<file path="config.mk">
export PLATFORM = sky130hd
export DESIGN_NAME = pbu_cell
export DESIGN_NICKNAME = d
export VERILOG_FILES = /design/src/sv/pbu_pkg.sv /design/src/sv/pbu_cell.sv
export SDC_FILE = /design/constraint.sdc
export NUM_CORES = 1
export LEC_CHECK = 0
export BUFFER_PORTS_ARGS = -buffer_cell sky130_fd_sc_hd__clkbuf_2
export CORE_ASPECT_RATIO = 0.5
export CORE_MARGIN = 2
export CORE_UTILIZATION = 41
export DETAILED_ROUTE_END_ITERATION = 10
export GPL_TIMING_DRIVEN = 0
export PLACE_DENSITY = 0.76
export SYNTH_ARGS = -nofsm -noshare
export SYNTH_HDL_FRONTEND = slang
export SYNTH_SLANG_ARGS = --single-unit
export TNS_END_PERCENT = 20
</file>
<file path="constraint.sdc">
create_clock -name aclk -period 1.83 [get_ports aclk]
set_input_delay 0.183 -clock aclk [delete_from_list [all_inputs] [get_ports aclk]]
set_output_delay 0.183 -clock aclk [all_outputs]
set_load 0.05 [all_outputs]
</file>
<file path="src/sv/pbu_pkg.sv">
package pbu_pkg;

    // Default sizes
    localparam int NUM_STATES_DEF       = 16;
    localparam int NUM_ACTIONS_DEF      = 8;
    localparam int NUM_OBSERVATIONS_DEF = 16;

    // Field widths
    localparam int CMD_W  = 2;
    localparam int ACT_W  = 3;
    localparam int ST_W   = 4;
    localparam int OBS_W  = 4;
    localparam int PROB_W = 16;

    // Q1.15 arithmetic
    localparam int FRAC   = 15;
    localparam int PART_W = 2 * PROB_W - FRAC;       // (b*T)>>15
    localparam int TERM_W = PART_W + PROB_W - FRAC;  // (part*O)>>15
    localparam int Q_W    = 16;                      // normalized value, up to 32768

    // Stream widths
    localparam int S_TDATA_W = 32;
    localparam int M_TDATA_W = 24;

    // Command codes (s_tuser)
    localparam logic [CMD_W-1:0] CMD_WR_T   = 2'd0;
    localparam logic [CMD_W-1:0] CMD_WR_O   = 2'd1;
    localparam logic [CMD_W-1:0] CMD_WR_B   = 2'd2;
    localparam logic [CMD_W-1:0] CMD_UPDATE = 2'd3;

    // Controls shared by every cell of the ring
    typedef struct packed {
        logic            b_shift;
        logic            b_wr;
        logic [ST_W-1:0] b_wr_idx;
        logic            ob_shift;
        logic            acc_shift;
        logic            acc_clr;
    } cell_ctrl_t;

endpackage

</file>
<file path="src/sv/pbu_cell.sv">
module pbu_cell #(
    parameter int IDX   = 0,
    parameter int ACC_W = 22
) (
    input  logic                      aclk,
    input  pbu_pkg::cell_ctrl_t       ctrl,
    input  logic [pbu_pkg::PROB_W-1:0] wr_data,
    input  logic [pbu_pkg::PROB_W-1:0] b_in,
    input  logic [pbu_pkg::PROB_W-1:0] ob_in,
    input  logic [ACC_W-1:0]          acc_in,
    output logic [pbu_pkg::PROB_W-1:0] b_out,
    output logic [pbu_pkg::PROB_W-1:0] ob_out,
    output logic [ACC_W-1:0]          acc_out
);
    import pbu_pkg::*;

    logic [PROB_W-1:0] b_reg;
    logic [PROB_W-1:0] ob_reg;
    logic [ACC_W-1:0]  acc_reg;

    // belief: direct write when the ring is at rest, else shift toward head
    always_ff @(posedge aclk) begin
        if (ctrl.b_wr && (int'(ctrl.b_wr_idx) == IDX)) begin
            b_reg <= wr_data;
        end else if (ctrl.b_shift) begin
            b_reg <= b_in;
        end
        if (ctrl.ob_shift) begin
            ob_reg <= ob_in;
        end
        if (ctrl.acc_clr) begin
            acc_reg <= '0;
        end else if (ctrl.acc_shift) begin
            acc_reg <= acc_in;
        end
    end

    assign b_out   = b_reg;
    assign ob_out  = ob_reg;
    assign acc_out = acc_reg;

endmodule

</file>
==> results_dict.tcl <==
set metrics [dict create \
    setup_violations 0 \
    drv_slew 0 \
    timing.hold.ws_ns 0.0518 \
    synth_top_family_by_area "multiplexers" \
    run_status "completed" \
    detail_route.first_pass.iterations 4 \
    place_hpwl_um 3400 \
    worst_voltage_drop_across_the_vdd_grid_mv 0.503 \
    grt_start_max_net_pins 17 \
    power_frac_clock_pct 31.3 \
    xor_and_xnor_area_share_after_synthesis_pct 0 \
    hold_viol_final 0 \
    p_int_w 0.00209 \
    layout-drive-gt1-share_pct 60.8 \
    io-pin-count 134 \
    grt_setup_unrepaired "false" \
    clock_path_buffers 2 \
    ys_warn_count 0 \
    worst_path_fanout_max 16 \
    drc_errors 0 \
    clkLatencyLatePin_ns 0.30 \
    tritoncts "built" \
    max-cap-violations 0 \
    placedCellCount 321 \
    grt-ovfl-total 0 \
    insertedDiodeCount 0 \
    holdCritPathClass "input pin to flop" \
    finalInstanceArea_um2 2850 \
    final_worst_path_period_need_ns 1.59 \
    leakage_nw 1.43 \
    cts-hold-fix-buffers 0 \
    layout.cells.most_common_list "sky130_fd_sc_hd__clkbuf_2 (132), sky130_fd_sc_hd__edfxtp_1 (32), sky130_fd_sc_hd__mux2i_1 (22), sky130_fd_sc_hd__nor2_1 (22), sky130_fd_sc_hd__dfxtp_1 (22)" \
    synth_area_per_cell_um2 16.1 \
    dp_slack_ns -0.112 \
    critical-path-max-stage-delay_ns 0.60 \
    category_of_the_critical_setup_timing_path "input pin to flop" \
    power.share.switching_pct 28.4 \
    synth.lib_cells_used.distinct 12 \
    end_kind "flop" \
    fin_ws_ns 0.242 \
    postCtsSetupBuffers 0 \
    placement.cell_area_um2 2720 \
    mostFrequentLayoutCell "sky130_fd_sc_hd__clkbuf_2" \
    postRouteAntennaNets 0 \
    drt_first_iter_violations 35 \
    pwr-share-comb_pct 20.4 \
    maxClockFrequency_mhz 630 \
    cp_cell_sequence "clkbuf_2, nor4_2, nand2_2, buf_6, or2b_1" \
    mappedNetlistNets 203 \
    avg_vias_per_cell 4.37 \
    die_x_um 102 \
    design.die.area_um2 5430 \
    cp_data_required_time_ns 1.77 \
    core_region_area_um2 4510 \
    cts_inserted_buffers 5 \
    finalCoreUtilization_pct 63.3 \
    timing_worst_slew_pin_value_ns 0.678 \
    timing.final.crit_share_pct 86.8 \
    clock_skew_ns 0 \
    final_routed_wirelength_across_all_metal_layers_um 4220 \
    grt_pass1_vias 1447 \
    ys_ff_latch 54 \
    proportion_of_synthesized_chip_area_in_sequential_cells_pct 70.9 \
    cts.clk_slew.worst_paths_ns 0.09 \
    nNetsFinal 342 \
    area.growth.synth_to_final_pct 44.3 \
    layout.cells.non_filler 329 \
    number_of_levels_in_the_clock_h_tree 2 \
    cts_resized 0 \
    power_frac_seq_pct 48.3 \
    power.switching_w 0.000829 \
    synthesis.area_um2 1980 \
    drt-wirelength-per-cell_um 12.8 \
    initial_antenna_violation_count 0 \
    synth_fa_ha_area_share_pct 0 \
    global_route_wire_length_before_repair_um 6170 \
    muxShareOfSynthArea_pct 22.0 \
    timing.max_slew.rel_slack_pct 54.8 \
    numClockSinks 54 \
    gp_congestion 0.732 \
    worst_setup_path_start_kind "input pin" \
    die_y_um 53.1 \
    cts_root_buf "sky130_fd_sc_hd__clkbuf_8" \
    post_synth_and_or_nand_nor_area_fraction_pct 5.51 \
    cp_data_arrival_time_ns 1.53 \
    synth-compound-area-share_pct 0 \
    track_usage_pct 15.4 \
    starting_utilization_of_the_core_area_pct 43.8 \
    power_density_nw_per_um2 1020 \
    critical-path-slowest-cell "sky130_fd_sc_hd__or2b_1" \
    postSynthCellCount 123 \
    input_output_buffers 132 \
    floorplan.rows 17 \
    route.vias.total 1438 \
]
[through the flow]
stage	total power, W	setup TNS [ns]
4_1_cts	0.00295	0
2_1_floorplan	0.00185	0
5_1_grt	0.00302	0
3_5_place_dp	0.00204	-1.78
3_3_place_gp	0.00203	-1.21
6_report	0.00292	0
[critical path, delay by kind of cell]
kind	cells	cell delay, ns
buffers and inverters	2	0.29
and+or+nand+nor	3	1.06
[cells in the mapped netlist]
master                     instances  area, um^2
sky130_fd_sc_hd__or2b_1            1        7.51
sky130_fd_sc_hd__nand2_2           1        6.26
sky130_fd_sc_hd__nor4_2            1        12.5
sky130_fd_sc_hd__buf_2             2        10.0
sky130_fd_sc_hd__dfxtp_1          22         440
sky130_fd_sc_hd__mux2i_1          22         220
sky130_fd_sc_hd__clkbuf_1          3        11.3
sky130_fd_sc_hd__buf_6             1        11.3
sky130_fd_sc_hd__mux2_2            7        78.8
sky130_fd_sc_hd__nor2_1           22        82.6
sky130_fd_sc_hd__mux2_4            9         135
sky130_fd_sc_hd__edfxtp_1         32         961
[layer usage]
metal	vias to the layer above	share of wire (%)	GRT usage, %
met4	0	1.2	5.78
met1	674	35	15.4
met2	46	58	30.4
li1	714	-	-
met5	-	0	0
met3	4	5.5	4.89
[flip-flops by register name, indices dropped and copies added, names as in the netlist]
name     count
acc_out     22
b_out       16
ob_out      16
[power by group through the flow]
stage	registers, W	logic, W	clock network [W]
final	0.00141	0.000596	0.000914
after global routing	0.00142	0.000626	0.000974
after CTS	0.00141	0.000603	0.000935
after detailed placement	0.00144	0.000602	0
after global placement	0.00144	0.000592	0
after floorplan	0.00176	0.0000928	0
[cell families after synthesis]
| kind of cell | after synthesis |
|---|---|
| mux | 38 |
| buf+inv | 6 |
| flops | 54 |
| simple gates | 25 |
[final timing paths]
check | start | endpoint | slack [ns] | cells after the start
setup / recovery | ctrl[4] | b_out[6] | 0.24 | 5
hold / removal | ob_in[1] | ob_out[1] | 0.05 | 1
setup reg to reg | acc_out[2] | acc_out[2] | 1.19 | 2
hold reg to reg | acc_out[7] | acc_out[7] | 0.50 | 2
[layout make-up]
class | count | area [um^2]
multi-input combinational | 63 | 543
clock inverter | 3 | 63.8
timing repair buffer | 132 | 661
fill | 378 | 1660
clock buffer | 5 | 68.8
tap | 66 | 82.6
sequential | 54 | 1400
buffer | 6 | 32.5
Note: power is estimated with default switching activity, not from simulation.
