`src/sv/pbu_pkg.sv`:
```
package pbu_pkg;

    // Default sizes
    localparam int NUM_STATES_DEF       = 16;
    localparam int NUM_ACTIONS_DEF      = 8;
    localparam int NUM_OBSERVATIONS_DEF = 16;

    // Field widths
    localparam int CMD_W  = 2;
    localparam int ACT_W  = 3;
    localparam int ST_W   = 4;
    localparam int OBS_W  = 4;
    localparam int PROB_W = 16;

    // Q1.15 arithmetic
    localparam int FRAC   = 15;
    localparam int PART_W = 2 * PROB_W - FRAC;       // (b*T)>>15
    localparam int TERM_W = PART_W + PROB_W - FRAC;  // (part*O)>>15
    localparam int Q_W    = 16;                      // normalized value, up to 32768

    // Stream widths
    localparam int S_TDATA_W = 32;
    localparam int M_TDATA_W = 24;

    // Command codes (s_tuser)
    localparam logic [CMD_W-1:0] CMD_WR_T   = 2'd0;
    localparam logic [CMD_W-1:0] CMD_WR_O   = 2'd1;
    localparam logic [CMD_W-1:0] CMD_WR_B   = 2'd2;
    localparam logic [CMD_W-1:0] CMD_UPDATE = 2'd3;

    // Controls shared by every cell of the ring
    typedef struct packed {
        logic            b_shift;
        logic            b_wr;
        logic [ST_W-1:0] b_wr_idx;
        logic            ob_shift;
        logic            acc_shift;
        logic            acc_clr;
    } cell_ctrl_t;

endpackage

```
`src/sv/pbu_div.sv`:
```
module pbu_div #(
    parameter int SUM_W = 26
) (
    input  logic                     aclk,
    input  logic                     aresetn,
    input  logic                     start,
    input  logic [SUM_W-1:0]         dividend,
    input  logic [SUM_W-1:0]         divisor,
    output logic                     busy,
    output logic [pbu_pkg::Q_W-1:0]  quotient
);
    import pbu_pkg::*;

    localparam int R_W        = SUM_W + 1;
    localparam int DIV_CYCLES = Q_W / 2;
    localparam int CNT_W      = $clog2(DIV_CYCLES);
    localparam logic [CNT_W-1:0] CNT_LAST = CNT_W'(DIV_CYCLES - 1);

    logic [R_W-1:0]   r_reg, r_next;
    logic [SUM_W-1:0] d_reg;
    logic [Q_W-1:0]   q_reg;
    logic [CNT_W-1:0] cnt_reg;
    logic             busy_reg;

    logic [R_W-1:0] d_ext, in2, rem1, rem2;
    logic           bit1, bit2;

    // two restoring steps per cycle; the remainder stays below the divisor
    always_comb begin
        d_ext  = {1'b0, d_reg};
        bit1   = (r_reg >= d_ext);
        rem1   = bit1 ? (r_reg - d_ext) : r_reg;
        in2    = {rem1[SUM_W-1:0], 1'b0};
        bit2   = (in2 >= d_ext);
        rem2   = bit2 ? (in2 - d_ext) : in2;
        r_next = {rem2[SUM_W-1:0], 1'b0};
    end

    always_ff @(posedge aclk) begin
        if (!aresetn) begin
            busy_reg <= 1'b0;
            cnt_reg  <= '0;
        end else if (start) begin
            busy_reg <= 1'b1;
            cnt_reg  <= '0;
        end else if (busy_reg) begin
            cnt_reg <= cnt_reg + 1'b1;
            if (cnt_reg == CNT_LAST) begin
                busy_reg <= 1'b0;
            end
        end
    end

    always_ff @(posedge aclk) begin
        if (start) begin
            r_reg <= {1'b0, dividend};
            d_reg <= divisor;
        end else if (busy_reg) begin
            r_reg <= r_next;
            q_reg <= {q_reg[Q_W-3:0], bit1, bit2};
        end
    end

    assign busy     = busy_reg;
    assign quotient = q_reg;

endmodule

```
`config.mk`:
```
export PLATFORM = sky130hd
export DESIGN_NAME = pbu_div
export DESIGN_NICKNAME = d
export VERILOG_FILES = /design/src/sv/pbu_pkg.sv /design/src/sv/pbu_div.sv
export SDC_FILE = /design/constraint.sdc
export NUM_CORES = 1
export LEC_CHECK = 0
export ABC_CLOCK_PERIOD_IN_PS = 10060
export BUFFER_PORTS_ARGS = -buffer_cell sky130_fd_sc_hd__buf_4
export CORE_ASPECT_RATIO = 1.75
export CORE_UTILIZATION = 36
export DETAILED_ROUTE_END_ITERATION = 6
export GPL_TIMING_DRIVEN = 0
export PLACE_DENSITY_LB_ADDON = 0.3
export SLEW_MARGIN = 20
export SYNTH_ARGS = -nofsm -noshare
export SYNTH_HDL_FRONTEND = slang
export SYNTH_SLANG_ARGS = --single-unit
export TNS_END_PERCENT = 5
```
`constraint.sdc`:
```
create_clock -name aclk -period 10.06 [get_ports aclk]
set_input_delay 0.503 -clock aclk [delete_from_list [all_inputs] [get_ports aclk]]
set_output_delay 0.503 -clock aclk [all_outputs]
set_load 0.05 [all_outputs]
```
==> results of run 1 <==
cell families after synthesis:
kind of cell / Yosys count / synth area share
buffers and inverters: 56 / 0.0400
AO/OA/AOI/OAI: 182 / 0.209
XOR/XNOR: 39 / 0.0572
multiplexers: 42 / 0.0748
adder cells (fa/ha/maj): 56 / 0.120
AND/OR/NAND/NOR: 159 / 0.140
flip-flops: 73 / 0.359
worst reg2reg max path, stage by stage, from the launching register on:
cell	delay (ns)
sky130_fd_sc_hd__edfxtp_1	0.41
sky130_fd_sc_hd__ha_1	0.42
sky130_fd_sc_hd__nand2_1	0.19
sky130_fd_sc_hd__nor4_4	0.40
sky130_fd_sc_hd__o31ai_4	0.15
sky130_fd_sc_hd__a31oi_4	0.30
sky130_fd_sc_hd__o211ai_2	0.16
sky130_fd_sc_hd__nand2_2	0.14
sky130_fd_sc_hd__buf_2	0.33
sky130_fd_sc_hd__mux2_2	0.40
sky130_fd_sc_hd__ha_1	0.36
sky130_fd_sc_hd__nand4_1	0.20
sky130_fd_sc_hd__a21oi_1	0.34
sky130_fd_sc_hd__o311ai_1	0.25
sky130_fd_sc_hd__a31oi_1	0.46
sky130_fd_sc_hd__a21oi_1	0.18
sky130_fd_sc_hd__nor2_1	0.13
sky130_fd_sc_hd__nand4b_4	0.21
sky130_fd_sc_hd__buf_4	0.30
sky130_fd_sc_hd__mux2i_1	0.28
sky130_fd_sc_hd__a21oi_1	0.09
cells in the mapped netlist (all sizes together), types with 9 or more instances:
master	instances	area, µm²
nor2	53	199
nor3	10	50.1
ha	54	676
a21o	18	135
a31oi	14	103
inv	39	146
nand3	14	70.1
mux2	21	236
clkbuf	9	33.8
xor2	16	140
o21a	12	90.1
and2	9	58.8
nand2	26	100
mux2i	21	210
o21ai	30	150
edfxtp	68	2040
xnor2	23	201
a21oi	53	273
worst max path at each step:
stage	startpoint	end	slack [ns]	cells after the start
finish	r_reg[12]	r_reg[11]	4.10	20
global route	r_reg[15]	r_reg[5]	3.85	19
CTS	r_reg[15]	r_reg[5]	4.13	19
detailed placement	r_reg[15]	r_reg[5]	4.14	19
global placement	r_reg[15]	r_reg[12]	4.19	20
floorplan	r_reg[13]	r_reg[7]	5.20	20
per-layer routing:
metal | wire, µm | global-route usage
met3 | 605 | 0.0340
met5 | 0 | 0
met4 | 1070 | 0.152
met1 | 5860 | 0.189
met2 | 9160 | 0.389
area by class of cell:
class | count | share of cell area
Multi-Input combinational cell | 478 | 0.507
Sequential cell | 73 | 0.302
Timing Repair Buffer | 71 | 0.0752
Tap cell | 192 | 0.0339
Clock buffer | 10 | 0.0323
Inverter | 39 | 0.0206
Clock inverter | 6 | 0.0162
Buffer | 17 | 0.0131
layout by cell type, fill, tap and decap left out, types with 10 or more instances in the layout:
master                     synthesis  layout
sky130_fd_sc_hd__xor2_1           16      16
sky130_fd_sc_hd__mux2_2           17      17
sky130_fd_sc_hd__nand2_1          25      25
sky130_fd_sc_hd__clkbuf_1          9      10
sky130_fd_sc_hd__a21o_1           18      18
sky130_fd_sc_hd__edfxtp_1         68      68
sky130_fd_sc_hd__a21oi_1          51      51
sky130_fd_sc_hd__o21a_1           12      12
sky130_fd_sc_hd__inv_1            39      39
sky130_fd_sc_hd__nor2_1           53      53
sky130_fd_sc_hd__nand3_1          14      14
sky130_fd_sc_hd__o21ai_0          25      25
sky130_fd_sc_hd__buf_4             3      74
sky130_fd_sc_hd__ha_1             54      54
sky130_fd_sc_hd__a31oi_1          13      13
sky130_fd_sc_hd__xnor2_1          23      23
sky130_fd_sc_hd__nor3_1           10      10
sky130_fd_sc_hd__mux2i_1          21      21
through the flow:
| step | area [µm²] | hold WS, ns | setup slack (ns) | util |
|---|---|---|---|---|
| after global placement | 6740 | 0.439 | 4.19 | 0.414 |
| after detailed placement | 6750 | 0.441 | 4.14 | 0.414 |
| after floorplan | 5970 | 0.465 | 5.20 | - |
| after CTS | 7090 | 0.313 | 4.13 | 0.435 |
| after global routing | 7090 | 0.314 | 3.85 | 0.435 |
| final | 7090 | 0.323 | 4.10 | 0.435 |
==> results.json, run 1 <==
{
  "number_of_max_slew_violations_in_the_final_report": 0,
  "worst_hold_path.num_cells": 1,
  "min_path_type": "in -> reg",
  "area_growth_pct": 18.8,
  "initial_utilization": 0.367,
  "ctsHtreeMaxLevel": 3,
  "stdcell_count": 886,
  "cpMaxStageDelayCell": "sky130_fd_sc_hd__a31oi_1",
  "antennaDiodeCount": 0,
  "status": "finished, violations left",
  "register_area_mm2": 0.00214,
  "floorplan.rows": 62,
  "post_synth_num_cell_types": 71,
  "yosys_warnings": 0,
  "nets": 800,
  "hold_path_end": "d_reg[8]",
  "grt_pass1_wl_mm": 26.1,
  "replace_congestion": 0.903,
  "tightest_slew_ns": 0.842,
  "port-buffer-count": 71,
  "grt_pass1_vias": 5191,
  "final.period_utilization": 0.592,
  "cp_bufs_invs": 2,
  "initialDrtViolationCount": 274,
  "post_route_cells_drive_above_1_share": 0.192,
  "max_freq_mhz": 168,
  "regToRegStartpoint": "r_reg[12]",
  "tritoncts_num_sinks": 73,
  "tritoncts": "yes",
  "syn-cell-area_mm2": 0.00597,
  "ctsResizeCount": 0,
  "area_taken_by_multi_input_logic_gates_mm2": 0.00359,
  "crit_chain": "ha_1 -> nand2_1 -> nor4_4 -> o31ai_4 -> a31oi_4 -> o211ai_2 -> nand2_2 -> buf_2 -> mux2_2 -> ha_1 -> nand4_1 -> a21oi_1 -> o311ai_1 -> a31oi_1 -> a21oi_1 -> nor2_1 -> nand4b_4 -> buf_4 -> mux2i_1 -> a21oi_1",
  "antenna_left": 0,
  "critical_path.most_common_cell": "sky130_fd_sc_hd__a21oi_1",
  "hold_buffers": 0,
  "slew_headroom": 0.436,
  "via_count": 5071,
  "drc_errors": 1,
  "setup_viol_count_final": 0,
  "worst_hold_startpoint": "divisor[8]",
  "reg2reg_setup_slack_ns": 4.10,
  "synth_ff_type": "sky130_fd_sc_hd__edfxtp_1",
  "cts_inserted_buffers": 9,
  "final.min_clock_period_ns": 5.96,
  "antenna_found_initial": 0,
  "core_area_mm2": 0.0163,
  "synth_seq_area_share": 0.359,
  "rsz0062_at_grt": "no",
  "synthArstFlopShare": 0,
  "placed_instance_count": 870,
  "failed_checks": "design-rule violations",
  "timing.max_cap.violations": 0,
  "postSynthNetCount": 718,
  "critPathRequiredTime_ns": 10.13,
  "critPathTopFamily": "compound AO/OA/AOI/OAI gates",
  "final-hold-violation-count": 0,
  "die-height_um": 172,
  "tns_ns": 0,
  "postSynthRegisterBits": 73,
  "setup.worst_path.class": "reg -> reg",
  "worst_skew_pair.late_latency_ns": 0.35,
  "finalClockSkew_ns": 0.00918,
  "post_cts.repair.setup_buffers": 0,
  "die_w_um": 99.4,
  "io_pins": 72,
  "detail_route.first_pass.iterations": 7,
  "largest_net_degree_at_the_start_of_global_routing": 33,
  "dp_hpwl_mm": 13.2,
  "routed_wire_length_per_instance_um": 18.8,
  "design.die.area_mm2": 0.0171,
  "post_drt_via_cell_ratio": 5.72,
  "worstRegToRegCells": 20,
  "clkSlewWorstSetupHoldPaths_ns": 0.06,
  "max_reg_flops": 27,
  "maximum_fanout_along_the_worst_path": 10,
  "filler_cell_count": 1652,
  "grt_use_total": 0.203,
  "wl_mm": 16.7,
  "global_route.overflow_total": 0,
  "edff_count_synth": 68,
  "critical_path.reg2reg.endpoint": "r_reg[11]",
  "post_synth_inst_count": 607,
  "crit_end_element": "register",
  "cpPeakStageDelay_ns": 0.46,
  "clk_path_buf_depth": 2,
  "syn_avg_cell_area_um2": 9.84,
  "critPathLaunchType": "register",
  "root_buffer": "sky130_fd_sc_hd__clkbuf_16",
  "worstPathArrival_ns": 6.03
}
Power of run 1 is left out: the tool's default activity adds up to more than one toggle a clock period on the data nets, which glitch-free logic cannot reach.
==> run 2, diff against run 1 <==
- ABC_AREA: unset -> 1
- ABC_CLOCK_PERIOD_IN_PS: 10060 -> 5770
- clock period: 10.06 -> 5.77 ns (I/O delays scaled with it)
==> run 2 against run 1 <==
Effect of this change: the run now ends clean; non-clock buffer count decreased by 1; synthesized cell count increased by 63%; critical path depth increased by 6; sequential share of layout area decreased by 3.2 points; via count increased by 29%; synthesized area increased by 13%; sequential cell count unchanged; first-iteration DRC count increased by 33%; critical path type unchanged; largest cell class unchanged; highest routed layer unchanged.
==> results.json, run 2 <==
{
  "most_used_standard_cell_by_instance_count_after_synthesis": "sky130_fd_sc_hd__nand2_1",
  "synth_seq_area_share": 0.318,
  "routed_wire_length_per_instance_um": 16.1,
  "detail_route.first_pass.iterations": 5,
  "antenna_found_initial": 0,
  "antenna_left": 0,
  "ctsHtreeMaxLevel": 3,
  "drc_errors": 0,
  "maximum_fanout_along_the_worst_path": 10,
  "tritoncts": "yes",
  "number_of_max_slew_violations_in_the_final_report": 0,
  "synth_top_cells_by_count": "sky130_fd_sc_hd__nand2_1, sky130_fd_sc_hd__inv_1, sky130_fd_sc_hd__nand3_1, sky130_fd_sc_hd__edfxtp_1, sky130_fd_sc_hd__ha_1",
  "via_count": 6547,
  "cts_inserted_buffers": 9,
  "worst_skew_pair.late_latency_ns": 0.36,
  "setup_viol_count_final": 0,
  "final-hold-violation-count": 0,
  "critical_path.most_common_cell": "sky130_fd_sc_hd__nand2_1",
  "replace_congestion": 0.962,
  "post_synth_num_cell_types": 39,
  "final.period_utilization": 0.952,
  "synthArstFlopShare": 0,
  "initialDrtViolationCount": 364,
  "filler_cell_count": 1900,
  "io_pins": 72,
  "status": "complete, no violations",
  "crit_end_element": "register",
  "design.die.area_mm2": 0.0193,
  "cpMaxStageDelayCell": "sky130_fd_sc_hd__ha_1",
  "clk_path_buf_depth": 2,
  "synth_top_area_cell": "sky130_fd_sc_hd__edfxtp_1",
  "grt_busiest_layer": "met2",
  "grt_pass1_vias": 6608,
  "finalClockSkew_ns": 0.00997,
  "largest_net_degree_at_the_start_of_global_routing": 30,
  "grt.met3_usage": 0.0259,
  "setup.worst_path.class": "reg -> reg",
  "antennaDiodeCount": 0,
  "nets": 1181,
  "floorplan.rows": 65,
  "postSynthRegisterBits": 73,
  "met1_usage": 0.222,
  "tightest_slew_ns": 1.06,
  "synth_ff_type": "sky130_fd_sc_hd__edfxtp_1",
  "post_cts.repair.setup_buffers": 0,
  "postSynthNetCount": 1099,
  "worstPathArrival_ns": 5.60,
  "min_path_type": "in -> reg",
  "cpPeakStageDelay_ns": 0.44,
  "syn-cell-area_mm2": 0.00673,
  "wl_mm": 21.1,
  "dp_hpwl_mm": 17.6,
  "layout.cells.most_common_list": "sky130_fd_sc_hd__nand2_1, sky130_fd_sc_hd__inv_1, sky130_fd_sc_hd__nand3_1",
  "timing.max_cap.violations": 0,
  "tns_ns": 0,
  "post_drt_via_cell_ratio": 5.00,
  "tritoncts_num_sinks": 73,
  "initial_utilization": 0.371,
  "critPathRequiredTime_ns": 5.88,
  "synth_top_area_frac": 0.303,
  "grt_pass1_wl_mm": 33.1,
  "critPathLaunchType": "register",
  "port-buffer-count": 71,
  "rsz0062_at_grt": "no",
  "grt_use_total": 0.229,
  "area_growth_pct": 17.6,
  "clkSlewWorstSetupHoldPaths_ns": 0.07,
  "die-height_um": 183,
  "core_area_mm2": 0.0181,
  "yosys_warnings": 0,
  "synth.area.top_cells": "sky130_fd_sc_hd__edfxtp_1, sky130_fd_sc_hd__nand2_1, sky130_fd_sc_hd__ha_1",
  "leading_cell_type_in_the_layout_fill_and_taps_excluded": "sky130_fd_sc_hd__nand2_1",
  "edff_count_synth": 68,
  "root_buffer": "sky130_fd_sc_hd__clkbuf_16",
  "final.min_clock_period_ns": 5.49,
  "slew_headroom": 0.287,
  "max_reg_flops": 27,
  "global_route.overflow_total": 0,
  "max_freq_mhz": 182,
  "syn_avg_cell_area_um2": 6.82,
  "post_synth_inst_count": 988,
  "gr-usage-met2": 0.442,
  "die_w_um": 105,
  "post_route_cells_drive_above_1_share": 0.123
}
==> run 2: through the flow <==
stage	worst slack [ns]	util	instances	hold slack, ns	instance area (µm²)
3_5_place_dp	0.231	0.417	1293	0.438	7560
3_3_place_gp	0.243	0.417	1293	0.430	7560
2_1_floorplan	1.96	-	988	0.387	6730
4_1_cts	0.184	0.436	1309	0.102	7910
5_1_grt	0.0387	0.437	1309	0.102	7920
6_report	0.277	0.437	1309	0.103	7920
==> run 2: worst paths after layout <==
path         slack [ns]    startpoint      endpoint  cells after the start
max reg2reg        0.28     r_reg[19]     r_reg[24]                     26
min                0.10   divisor[25]     d_reg[25]                      1
max                0.28     r_reg[19]     r_reg[24]                     26
min reg2reg        0.45  quotient[12]  quotient[14]                      0
==> run 2: layer usage <==
| metal | share of wire | vias up | wire length (µm) |
|---|---|---|---|
| li1 | - | 3336 | - |
| met1 | 0.37 | 2974 | 7730 |
| met2 | 0.54 | 172 | 11300 |
| met3 | 0.030 | 65 | 634 |
| met4 | 0.068 | 0 | 1450 |
| met5 | 0 | - | 0 |
==> run 2: area by class of cell <==
| type | instances | area [µm²] | area share |
|---|---|---|---|
| Multi-Input combinational cell | 736 | 3900 | 0.492 |
| Sequential cell | 73 | 2140 | 0.271 |
| Inverter | 163 | 612 | 0.0773 |
| Timing Repair Buffer | 71 | 533 | 0.0673 |
| Tap cell | 234 | 293 | 0.0370 |
| Clock buffer | 9 | 225 | 0.0284 |
| Clock inverter | 7 | 126 | 0.0160 |
| Buffer | 16 | 90.1 | 0.0114 |
==> run 2: worst max-delay path, delay by kind of cell, from the launching register on <==
| kind | cells | cell delay [ns] |
|---|---|---|
| simple gates | 20 | 3.29 |
| fa+ha+maj | 2 | 0.79 |
| buf+inv | 3 | 0.56 |
| flops | 1 | 0.41 |
| compound gates | 1 | 0.17 |
==> run 2: logic make-up after synthesis <==
logic type | count (synthesis) | synth area share
adders and majority gates | 56 | 0.106
and+or+nand+nor | 553 | 0.355
DFF | 73 | 0.318
buffers and inverters | 179 | 0.104
xor gates and xnor gates | 31 | 0.0403
AOI/OAI and AO/OA | 96 | 0.0756
==> run 2: timing repair <==
| item | in CTS | in global routing |
|---|---|---|
| gates resized for setup | 0 | 1 |
| hold buffers | 0 | 0 |
| hold endpoints to repair | 0 | 0 |
| setup endpoints to repair | 0 | 18 |
Power of run 2 is left out for the same reason.
